`src/stca_pkg.sv`:
```
// ----------------------------------------------------------------------------
// stca_pkg: shared types and constants
// Column layout, window struct and the popcount helper used by the
// space-time totalistic automaton step.
// ----------------------------------------------------------------------------
package stca_pkg;

  // One cell history: bit 0 newest, bit 2 oldest generation.
  localparam int unsigned HIST_W = 3;
  // One column: above in bits 0..2, center in 3..5, below in 6..8.
  localparam int unsigned COL_W  = 3 * HIST_W;
  // Popcount of one column, 0..9.
  localparam int unsigned CNT_W  = 4;
  // Window sum, 0..27.
  localparam int unsigned SUM_W  = 5;
  // Result history: new bit plus the three old generations.
  localparam int unsigned NHIST_W = HIST_W + 1;

  localparam int unsigned APB_DW = 32;
  localparam int unsigned APB_AW = 3;

  // Register indexes of the configuration map.
  localparam logic REG_RULE_WORD = 1'b0;

  localparam logic [APB_DW-1:0] RULE_RESET = 32'd33564695;

  typedef logic [COL_W-1:0] col_t;

  // Window snapshot handed from the column stage to the evaluation stage.
  typedef struct packed {
    col_t left;
    col_t mid;
    col_t right;
    logic emit_mid;  // mid holds a column that still owes a result
    logic last;      // right is the final column of the row
  } win_t;

  // Number of set bits in one column.
  function automatic logic [CNT_W-1:0] col_count(input col_t c);
    logic [CNT_W-1:0] n;
    n = '0;
    for (int i = 0; i < COL_W; i++) begin
      n = n + CNT_W'(c[i]);
    end
    return n;
  endfunction

endpackage

```
`src/stca_window.sv`:
```
// ----------------------------------------------------------------------------
// stca_window: column window stage
// Keeps the two previous columns of the row and registers the 3x3 window
// of each accepted column for the evaluation stage.
// ----------------------------------------------------------------------------
module stca_window (
  input  logic                   clk,
  input  logic                   rst_n,
  input  logic                   in_valid,
  output logic                   in_ready,
  input  logic [stca_pkg::HIST_W-1:0] in_above_hist,
  input  logic [stca_pkg::HIST_W-1:0] in_center_hist,
  input  logic [stca_pkg::HIST_W-1:0] in_below_hist,
  input  logic                   in_row_end,
  output logic                   win_valid,
  output stca_pkg::win_t         win,
  input  logic                   win_take
);
  import stca_pkg::*;

  col_t left_col_r, left_col_nxt;
  col_t mid_col_r, mid_col_nxt;
  logic have_mid_r, have_mid_nxt;
  logic win_valid_r, win_valid_nxt;
  win_t win_r, win_nxt;
  col_t in_col;
  logic in_beat;

  assign in_col   = {in_below_hist, in_center_hist, in_above_hist};
  assign in_ready = !win_valid_r || win_take;
  assign in_beat  = in_valid && in_ready;

  // Row state: shift the window on each beat, clear it after the row end.
  always_comb begin
    left_col_nxt  = left_col_r;
    mid_col_nxt   = mid_col_r;
    have_mid_nxt  = have_mid_r;
    win_valid_nxt = win_valid_r && !win_take;
    win_nxt       = win_r;
    if (in_beat) begin
      win_valid_nxt     = 1'b1;
      win_nxt.left      = left_col_r;
      win_nxt.mid       = mid_col_r;
      win_nxt.right     = in_col;
      win_nxt.emit_mid  = have_mid_r;
      win_nxt.last      = in_row_end;
      if (in_row_end) begin
        left_col_nxt = '0;
        mid_col_nxt  = '0;
        have_mid_nxt = 1'b0;
      end else begin
        left_col_nxt = mid_col_r;
        mid_col_nxt  = in_col;
        have_mid_nxt = 1'b1;
      end
    end
  end

  always_ff @(posedge clk) begin
    if (!rst_n) begin
      left_col_r  <= '0;
      mid_col_r   <= '0;
      have_mid_r  <= 1'b0;
      win_valid_r <= 1'b0;
    end else begin
      left_col_r  <= left_col_nxt;
      mid_col_r   <= mid_col_nxt;
      have_mid_r  <= have_mid_nxt;
      win_valid_r <= win_valid_nxt;
    end
  end

  // Window payload needs no reset.
  always_ff @(posedge clk) begin
    win_r <= win_nxt;
  end

  assign win_valid = win_valid_r;
  assign win       = win_r;

endmodule

```
`src/stca_eval.sv`:
```
// ----------------------------------------------------------------------------
// stca_eval: rule evaluation and result register
// Counts the window bits, looks up the rule word and holds up to two
// results per column, which are sent out one beat at a time.
// ----------------------------------------------------------------------------
module stca_eval (
  input  logic                    clk,
  input  logic                    rst_n,
  input  logic [stca_pkg::APB_DW-1:0] rule_word,
  input  logic                    win_valid,
  input  stca_pkg::win_t          win,
  output logic                    win_take,
  output logic                    out_valid,
  input  logic                    out_ready,
  output logic [stca_pkg::NHIST_W-1:0] out_next_hist,
  output logic                    out_last_in_row
);
  import stca_pkg::*;

  logic [CNT_W-1:0] cnt_left, cnt_mid, cnt_right;
  logic [SUM_W-1:0] sum_a, sum_b;
  logic [NHIST_W-1:0] hist_a, hist_b;
  logic va_r, va_nxt, vb_r, vb_nxt;
  logic [NHIST_W-1:0] ha_r, ha_nxt, hb_r, hb_nxt;
  logic out_beat, drains;

  // Column counts; the row-end result sees an empty right neighbor.
  assign cnt_left  = col_count(win.left);
  assign cnt_mid   = col_count(win.mid);
  assign cnt_right = col_count(win.right);
  assign sum_a = SUM_W'(cnt_left) + SUM_W'(cnt_mid) + SUM_W'(cnt_right);
  assign sum_b = SUM_W'(cnt_mid) + SUM_W'(cnt_right);

  // New history: center's old bits shifted up, rule bit at the bottom.
  assign hist_a = {win.mid[2*HIST_W-1:HIST_W], rule_word[sum_a]};
  assign hist_b = {win.right[2*HIST_W-1:HIST_W], rule_word[sum_b]};

  // The result register is free next cycle if it is empty or its only
  // remaining result leaves now.
  assign out_beat = out_valid && out_ready;
  assign drains   = (!va_r && !vb_r) || (out_ready && (va_r ^ vb_r));
  assign win_take = win_valid && drains;

  always_comb begin
    va_nxt = va_r;
    vb_nxt = vb_r;
    ha_nxt = ha_r;
    hb_nxt = hb_r;
    if (out_beat) begin
      if (va_r) begin
        va_nxt = 1'b0;
      end else begin
        vb_nxt = 1'b0;
      end
    end
    if (win_take) begin
      va_nxt = win.emit_mid;
      vb_nxt = win.last;
      ha_nxt = hist_a;
      hb_nxt = hist_b;
    end
  end

  always_ff @(posedge clk) begin
    if (!rst_n) begin
      va_r <= 1'b0;
      vb_r <= 1'b0;
    end else begin
      va_r <= va_nxt;
      vb_r <= vb_nxt;
    end
  end

  always_ff @(posedge clk) begin
    ha_r <= ha_nxt;
    hb_r <= hb_nxt;
  end

  // The interior result goes first, the row-end result second.
  assign out_valid       = va_r || vb_r;
  assign out_next_hist   = va_r ? ha_r : hb_r;
  assign out_last_in_row = !va_r;

endmodule

```
`src/spacetime_totalistic_automaton_step.sv`:
```
// Path: the beat that completes a column's window (the next column, or the same
// beat for a row's last column) loads the window register, then its results load
// the result register. Throughput while out_ready is high: one column per cycle,
// and the result register drains one beat a cycle; a row of two or more columns
// ends with two results, and the next window waits for the first to leave. A
// one-column row holds a single result. Reset (synchronous, rst_n low): window
// and result register empty, rule word set to its default; no clearing pass.
// ----------------------------------------------------------------------------
// spacetime_totalistic_automaton_step: top level
// One generation of a 3x3, three-generation totalistic automaton streamed
// column by column, with an APB register for the rule word.
// ----------------------------------------------------------------------------
module spacetime_totalistic_automaton_step (
  input  logic                         clk,
  input  logic                         rst_n,
  input  logic                         psel,
  input  logic                         penable,
  input  logic                         pwrite,
  input  logic [stca_pkg::APB_AW-1:0]  paddr,
  input  logic [stca_pkg::APB_DW-1:0]  pwdata,
  output logic [stca_pkg::APB_DW-1:0]  prdata,
  output logic                         pready,
  input  logic                         in_valid,
  output logic                         in_ready,
  input  logic [stca_pkg::HIST_W-1:0]  in_above_hist,
  input  logic [stca_pkg::HIST_W-1:0]  in_center_hist,
  input  logic [stca_pkg::HIST_W-1:0]  in_below_hist,
  input  logic                         in_row_end,
  output logic                         out_valid,
  input  logic                         out_ready,
  output logic [stca_pkg::NHIST_W-1:0] out_next_hist,
  output logic                         out_last_in_row
);
  import stca_pkg::*;

  logic [APB_DW-1:0] rule_word_r, rule_word_nxt;
  logic reg_idx;
  logic win_valid, win_take;
  win_t win;

  // Configuration register; word index taken from the byte address.
  assign reg_idx = paddr[APB_AW-1:2];
  assign pready  = 1'b1;

  always_comb begin
    rule_word_nxt = rule_word_r;
    if (psel && penable && pwrite && pready && (reg_idx == REG_RULE_WORD)) begin
      rule_word_nxt = pwdata;
    end
  end

  always_ff @(posedge clk) begin
    if (!rst_n) begin
      rule_word_r <= RULE_RESET;
    end else begin
      rule_word_r <= rule_word_nxt;
    end
  end

  // Read back; addresses past the map read as zero.
  always_comb begin
    prdata = '0;
    unique case (reg_idx)
      REG_RULE_WORD: prdata = rule_word_r;
      default:       prdata = '0;
    endcase
  end

  stca_window u_window (
    .clk            (clk),
    .rst_n          (rst_n),
    .in_valid       (in_valid),
    .in_ready       (in_ready),
    .in_above_hist  (in_above_hist),
    .in_center_hist (in_center_hist),
    .in_below_hist  (in_below_hist),
    .in_row_end     (in_row_end),
    .win_valid      (win_valid),
    .win            (win),
    .win_take       (win_take)
  );

  stca_eval u_eval (
    .clk             (clk),
    .rst_n           (rst_n),
    .rule_word       (rule_word_r),
    .win_valid       (win_valid),
    .win             (win),
    .win_take        (win_take),
    .out_valid       (out_valid),
    .out_ready       (out_ready),
    .out_next_hist   (out_next_hist),
    .out_last_in_row (out_last_in_row)
  );

endmodule

```
`config.mk`:
```
export PLATFORM = sky130hd
export DESIGN_NAME = spacetime_totalistic_automaton_step
export DESIGN_NICKNAME = d
export VERILOG_FILES = /design/src/stca_pkg.sv /design/src/stca_window.sv /design/src/stca_eval.sv /design/src/spacetime_totalistic_automaton_step.sv
export SDC_FILE = /design/constraint.sdc
export NUM_CORES = 1
export LEC_CHECK = 0
export ABC_AREA = 1
export BUFFER_PORTS_ARGS = -buffer_cell sky130_fd_sc_hd__buf_4
export CELL_PAD_IN_SITES_DETAIL_PLACEMENT = 1
export CELL_PAD_IN_SITES_GLOBAL_PLACEMENT = 1
export CORE_MARGIN = 2
export CORE_UTILIZATION = 45
export DETAILED_ROUTE_END_ITERATION = 8
export GPL_TIMING_DRIVEN = 0
export PLACE_DENSITY_LB_ADDON = 0.25
export SYNTH_ARGS = -nofsm -noshare
export SYNTH_HDL_FRONTEND = slang
export SYNTH_SLANG_ARGS = --single-unit
```
`constraint.sdc`:
```
create_clock -name clk -period 8.8 [get_ports clk]
set_input_delay 1.76 -clock clk [delete_from_list [all_inputs] [get_ports clk]]
set_output_delay 1.76 -clock clk [all_outputs]
set_load 0.05 [all_outputs]
```
---- Yosys cells after proc, flatten, opt, wreduce, memory -nomap -nowiden ----
Index checks and enable logic that the tools add are counted.
cells by class
  reductions and logical operators ........ 18
  multiplexer cells ....................... 15
  bitwise gates (word level) .............. 2
  magnitude comparators ................... 2
  equal/unequal tests ..................... 1
  add/sub/neg operators ................... 27
operator list
  cell                                                                           count
  4-bit by 1-bit adder with 4-bit output                                         21
  32-bit two-way mux                                                             1
  9-bit two-way mux                                                              2
  5-bit by 6-bit less-than comparator with 1-bit output (second input constant)  2
  4-bit by 4-bit adder with 5-bit output                                         2
  1-bit binary-select mux with 5-bit select                                      2
  1-bit logical AND                                                              9
  1-bit two-way mux                                                              9
  1-bit by 1-bit adder with 2-bit output                                         3
  5-bit by 4-bit adder with 5-bit output                                         1
  1-bit zero test                                                                4
  4-bit two-way mux                                                              1
  1-bit logical OR                                                               3
  2-bit inequality test (second input constant)                                  1
  2-bit AND reduction                                                            1
  2-bit nonzero test                                                             1
  1-bit NOT                                                                      1
  1-bit XOR                                                                      1
storage, ports and cells
  output and inout port bits .............. 40
  register bits ........................... 91
  input port bits ......................... 52
  word-level logic and storage cells ...... 79

---- Logic depth before layout (Yosys ltp) ----
Gate-level depths: netlist of the first run.
  word-level depth ........................ 12
  depth in mapped cells ................... 19
  gate-level depth less buffers ........... 18

---- By module ----
A second synthesis of the first run with hierarchy kept.
second synthesis, totals
  cells, all modules ...................... 756
  area, all modules ....................... 5,471.5 um^2
modules (own cells, without submodules)
  module                               instances  area each (um^2)  cells an instance
  stca_eval                            1          2,099.5           330
  stca_window                          1          1,740.4           160
  spacetime_totalistic_automaton_step  1          1,631.6           266

---- Least setup slack after synthesis of the first run ----
No wires, ideal clock.
  kind .................................... reg-to-reg
  from .................................... reg u_window.win_r, in the netlist u_window.win[2]
  to ...................................... reg u_eval.ha_r[0], data pin
  setup time .............................. 0.252 ns
  required time ........................... 8.548 ns
  data arrival time ....................... 4.398 ns
  stages on the path, launching flop included .. 18
  path buffers ............................ 0
  clock period less this slack ............ 4.650 ns
  path slack .............................. 4.150 ns
  cell sequence ........................... edfxtp_1 > ha_1 > inv_1 > fa_1 > fa_1 > fa_1 > inv_1 > ha_1 > fa_1 > fa_1 > ha_1 > fa_1 > inv_1 > nand3_1 > nand3_1 > nand2_1 > nand2_1 > nand2_1
between the ends
  cells in the longest elaborated chain, start to end .. 11
RTL lines
  element                                              line               text
  start, declared                                      stca_window.sv:25  win_t win_r, win_nxt;
  start signal, assigned                               stca_window.sv:75  win_r <= win_nxt;
  1-bit by 1-bit adder with 2-bit output               stca_pkg.sv:43     n = n + CNT_W'(c[i]);
  4-bit by 1-bit adder with 4-bit output (7 in a row)  stca_pkg.sv:43
  5-bit by 4-bit adder with 5-bit output               stca_eval.sv:31    assign sum_a = SUM_W'(cnt_left) + SUM_W'(cnt_mid) + SUM_W'(cnt_right);
  1-bit binary-select mux with 5-bit select            stca_eval.sv:35    assign hist_a = {win.mid[2*HIST_W-1:HIST_W], rule_word[sum_a]};
  1-bit two-way mux (not written as such)              stca_eval.sv:35
  via u_eval.hist_a[0]                                 stca_eval.sv:22    logic [NHIST_W-1:0] hist_a, hist_b;
  end signal, assigned                                 stca_eval.sv:75    ha_r <= ha_nxt;
  end, declared                                        stca_eval.sv:24    logic [NHIST_W-1:0] ha_r, ha_nxt, hb_r, hb_nxt;
The timed path passes the listed nets, and every way through them passes these cells. The select of a mux whose other input is x is not followed.
A chain may end at the register's enable or synchronous reset.

---- Worst setup path in the final report of the first run ----
Ends and elaborated chain as after synthesis.

==> results.yml, run 1 <==
clock_tree:
  cts-root-buf: "clkbuf_16"
  clk_latency_ps: 350
  clockBufferDepth: 2
  h-tree-depth: 3
  numCtsBuffers: 9
  cts.sinks: 91
  clk_pin_slew_worst_paths_ps: 70
  cts_resized: 0
  cts_tree: "built"
  postCtsSetupBuffers: 0
  ctsHoldBuffers: 0
place:
  io_buffers: 87
  place_area_sq_um: 5970
  place_hpwl_mm: 11.1
  dp_slack_ps: 3630
  gp_congestion: 0.864
drt:
  drt-wirelength-per-cell_microns: 17.1
  viasPerCell: 5.15
  drc: 0
  postRouteAntennaNets: 0
  drtIter0Drc: 249
  drt-total-wl_mm: 14.6
  drtPass1Iterations: 4
  vias: 4379
grt:
  grt_pass1_vias: 4749
  grt_usage_pct: 24.4
  gr-total-overflow: 0
  antenna_found_initial: 0
  grt_pass1_wl_mm: 23.7
  grt_start_max_net_pins: 30
floorplan:
  core_area_sq_um: 11300
  die_area_sq_um: 12300
  fp.dieW_microns: 111
  rows: 39
  fp.dieH_microns: 111
  initial_core_util_pct: 45.6
  ios: 92
critical_path:
  cp.required_ps: 8880
  start_kind: "register"
  cp.arrival_ps: 5360
  cp-end-kind: "register"
  path_class: "reg -> reg"
  cp_max_fo: 5
layout:
  postLayoutCellArea_sq_um: 6300
  nets: 802
  syn2layout_area_growth_pct: 22.7
  fill_cells: 1369
  final_layout_size_suffix_gt1_share_pct: 21.5
  diodes: 0
sta:
  hold_slack_ps: 436
  slew_viol_final: 0
  tns_ps: 0
  finalCritPeriodShare_pct: 60.0
  max_slew_margin_pct: 22.0
  setup_viol: 0
  fin_worst_skew_ps: 10.1
  worst_slack_ps: 3520
  hold_violations: 0
  fin_crit_ps: 5280
  max_freq_ghz: 0.189
  grt_setup_unrepaired: "no"
  tightest_slew_ps: 1170
synth:
  synth-seq-area-share_pct: 42.7
  ys_ff_latch: 91
  syn_avg_cell_area_sq_um: 8.49
  syn_area_sq_um: 5140
  synth.area.top_cells: "edfxtp_1 (22%), dfxtp_1 (21%), nand2_1 (10%)"
  ys_types: 30
  syn_inst: 605
  post-synth-top-area-fraction_pct: 21.6
  yosysWarnings: 0
  synth_top_area_cell: "edfxtp_1"
  syn_nets: 704
status:
  status: "complete, no violations"
power:
  irDropWorstVdd_v: 0.000301
  p_per_area_nw_per_um2: 391
  p_leak_nw: 2.97
  p_total_w: 0.00246
job:
  cap_viol_max_count: 0
worst_hold_path:
  worstHoldPathType: "reg -> reg"
-- synth_stat cells --
cell	n
a21oi_1	43
a21oi_2	11
buf_12	1
buf_2	7
buf_4	4
buf_6	6
clkbuf_1	7
clkbuf_2	2
conb_1	1
dfxtp_1	54
edfxtp_1	37
fa_1	21
ha_1	26
inv_1	93
inv_2	2
inv_4	2
nand2_1	137
nand2_2	9
nand2_4	2
nand3_1	58
nand3_2	1
nand3b_1	1
nor2_1	35
nor2_2	1
nor2_8	1
o211ai_1	7
o21ai_0	26
o21bai_1	3
xnor2_1	3
xor2_1	4
-- cells in the final DEF, fill, tap and decap left out, types with 2 or more instances in the layout --
cell	instances
a21oi_1	43
a21oi_2	11
buf_2	7
buf_4	91
buf_6	6
bufinv_16	2
clkbuf_1	7
clkbuf_16	9
clkbuf_2	2
dfxtp_1	54
edfxtp_1	37
fa_1	21
ha_1	26
inv_1	93
inv_2	2
inv_4	2
inv_6	2
nand2_1	137
nand2_2	9
nand2_4	2
nand3_1	58
nor2_1	35
o211ai_1	7
o21ai_0	26
o21bai_1	3
xnor2_1	3
xor2_1	4
-- critical path: stages (launching register included) --
cell	delay (ps)
edfxtp_1	370
ha_1	290
inv_1	90
fa_1	450
fa_1	500
fa_1	510
inv_1	60
ha_1	230
fa_1	550
fa_1	590
ha_1	240
fa_1	530
inv_1	190
nand3_1	100
nand3_1	100
nand2_1	60
nand2_1	50
nand2_1	80
-- where the power goes --
group | internal, W | total, W | leakage, nW | switching (W)
clock | 0.000259 | 0.000426 | 0.160 | 0.000167
sequential | 0.000478 | 0.000488 | 0.807 | 0.0000102
combinational | 0.000548 | 0.00155 | 2.00 | 0.00100
-- metrics by stage --
stage,util [%],instances
3_5_place_dp,52.9,835
6_report,55.9,851
2_1_floorplan,-,605
5_1_grt,55.9,851
4_1_cts,55.9,851
3_3_place_gp,52.9,835
-- kinds of logic after synthesis --
kind of cell             count (synthesis)  share of synthesized area (%)
AND/OR/NAND/NOR                        245                           20.6
XOR/XNOR                                 7                           1.19
other                                    1                         0.0730
buffers and inverters                  124                           10.9
adder cells (fa/ha/maj)                 47                           14.5
flip-flops                              91                           42.7
AO/OA/AOI/OAI                           90                           10.1
-- routing by layer --
layer / vias up / track usage, % / share of wire (%)
met5: - / 0 / 0
met4: 0 / 7.75 / 1.8
met3: 23 / 4.48 / 4.3
met2: 103 / 42.3 / 50
met1: 2129 / 30.9 / 44
li1: 2124 / - / -
-- sequential cells by signal, summed over array words and instances, names as in the netlist --
name and cells:
u_eval.va_r 1, u_eval.vb_r 1, u_window.have_mid_r 1, u_window.mid_col_r 9
u_window.win_valid 1, u_eval.hb_r 4, u_eval.ha_r 4, u_window.win 29
rule_word_r 32, u_window.left_col_r 9
-- path summary, 6_finish.rpt --
check / startpoint / cells past startpoint / slack (ps) / end
worst max-delay path: u_window.win[2] / 17 / 3520 / u_eval.ha_r[0]
worst min-delay path: u_window.left_col_r[0] / 0 / 440 / u_window.win[20]
worst max register to register: u_window.win[2] / 17 / 3520 / u_eval.ha_r[0]
worst min register to register: u_window.left_col_r[0] / 0 / 440 / u_window.win[20]
-- layout make-up --
| type | instances | area [sq um] | share of cell area, % |
|---|---|---|---|
| clock inverters | 6 | 93.8 | 1.49 |
| clock buffers | 10 | 239 | 3.79 |
| multi-input cells | 390 | 2390 | 37.9 |
| plain buffers | 27 | 189 | 3.00 |
| repair buffers | 87 | 653 | 10.4 |
| inverters | 97 | 369 | 5.86 |
| well taps | 143 | 179 | 2.84 |
| flip-flops and latches | 91 | 2190 | 34.8 |
Power figures use the tool's default switching activity.
==> inputs of run 2 (changes only) <==
Settings changed: CORE_UTILIZATION 45 to 42.
Clock period 8.8 ns to 5.3 ns, I/O delays scaled along.
==> results.yml, run 2 (synthesis results as in run 1) <==
layout:
  diodes: 0
  final_common_cell: "nand2_1"
  nets: 802
  fin_util_pct: 52.4
  postLayoutCellArea_sq_um: 6270
  final_layout_size_suffix_gt1_share_pct: 21.5
  largest_reg_flops: 32
  regMostFlops: "rule_word_r"
  final_cell_mix: "nand2_1 (137), inv_1 (92), buf_4 (91)"
  fill_cells: 1429
  syn2layout_area_growth_pct: 22.1
sta:
  max_freq_ghz: 0.195
  grt_setup_unrepaired: "no"
  fin_crit_ps: 5120
  hold_slack_ps: 436
  fin_worst_skew_ps: 6.45
  max_slew_margin_pct: 20.4
  slew_viol_final: 0
  tns_ps: 0
  hold_violations: 0
  setup_viol: 0
  finalCritPeriodShare_pct: 96.7
  tightest_slew_ps: 1190
worst_hold_path:
  worstHoldPathType: "reg -> reg"
  hp-start: "u_window.left_col_r[4]"
critical_path:
  crit_top_cell: "fa_1"
  critical_path.startpoint: "u_window.win[11]"
  cp.required_ps: 5380
  cp.arrival_ps: 5210
  slowest_stage: "fa_2"
  max_stage_delay_ps: 630
  r2r-start: "u_window.win[11]"
  start_kind: "register"
  cp_max_fo: 5
  path_class: "reg -> reg"
  cp-end-kind: "register"
  crit_chain: "ha_1, inv_1, fa_1, fa_1, fa_1, inv_1, ha_1, fa_1, fa_1, ha_1, fa_2, nand3_1, nand3_1, nand2_1, nand2_1, nand2_1"
drt:
  drtPass1Iterations: 4
  drtIter0Drc: 175
  postRouteAntennaNets: 0
  drc: 0
  vias: 4402
  viasPerCell: 5.15
  drt-wirelength-per-cell_microns: 16.8
  drt-total-wl_mm: 14.3
clock_tree:
  cts-root-buf: "clkbuf_16"
  numCtsBuffers: 9
  clk_latency_ps: 350
  clockBufferDepth: 2
  postCtsSetupBuffers: 0
  h-tree-depth: 3
  clk_pin_slew_worst_paths_ps: 60
  cts_tree: "built"
  cts.sinks: 91
floorplan:
  initial_core_util_pct: 42.9
  core_area_sq_um: 12000
  ios: 92
  rows: 40
  die_area_sq_um: 13100
  fp.dieH_microns: 115
  fp.dieW_microns: 115
grt:
  grt_start_max_net_pins: 30
  grt_pass1_vias: 4667
  gr-total-overflow: 0
  antenna_found_initial: 0
  grt_usage_pct: 23.5
  grt_pass1_wl_mm: 23.6
status:
  status: "complete, no violations"
place:
  place_area_sq_um: 5970
  gp_congestion: 0.878
  place_hpwl_mm: 10.9
  io_buffers: 87
job:
  cap_viol_max_count: 0
power:
  p_per_area_nw_per_um2: 650
  p_leak_nw: 2.95
  p_total_w: 0.00408
  irDropWorstVdd_v: 0.000454
-- run 2: final timing paths --
kind | to | slack [ps] | depth (start not counted)
worst max register to register | u_eval.ha_r[0] | 180 | 16
worst min register to register | u_window.win[24] | 440 | 0
worst min-delay path | u_window.win[24] | 440 | 0
worst max-delay path | u_eval.ha_r[0] | 180 | 16
-- run 2: critical path: cells and delay by family, from the launching register on --
family | cells | cell delay [ps]
fa+ha+maj | 9 | 3880
buf+inv | 2 | 100
flops | 1 | 380
simple gates | 5 | 490
-- run 2: final cells by class --
cell class              count  area, sq um  share of cell area, %
clock inverters             4         51.3                  0.818
plain buffers              27          189                   3.01
well taps                 147          184                   2.93
clock buffers              11          243                   3.87
flip-flops and latches     91         2190                   35.0
inverters                  97          369                   5.89
multi-input cells         390         2390                   38.1
repair buffers             87          653                   10.4
-- run 2: stage by stage --
step	setup WS, ps	std cells
4_1_cts	104	854
3_3_place_gp	168	839
5_1_grt	12.4	854
6_report	177	854
3_5_place_dp	134	839
2_1_floorplan	650	605
-- run 2: what timing repair did --
item                                    4_1_cts  5_1_grt
hold buffers                                  0        0
endpoints found under the setup margin        0        1
resized for setup                             0        2
-- run 2: per-layer routing --
layer / wire length, microns / global-route usage (%) / vias up
met3: 966 / 3.76 / 15
met2: 6930 / 39.1 / 108
li1: - / - / 2114
met5: 0 / 0 / -
met4: 198 / 7.72 / 0
met1: 6240 / 31.2 / 2165
-- run 2: power by group --
part           switching, W  internal, W  total, W
Combinational       0.00170     0.000924   0.00262
Sequential        0.0000156     0.000793  0.000809
Clock              0.000267     0.000377  0.000643
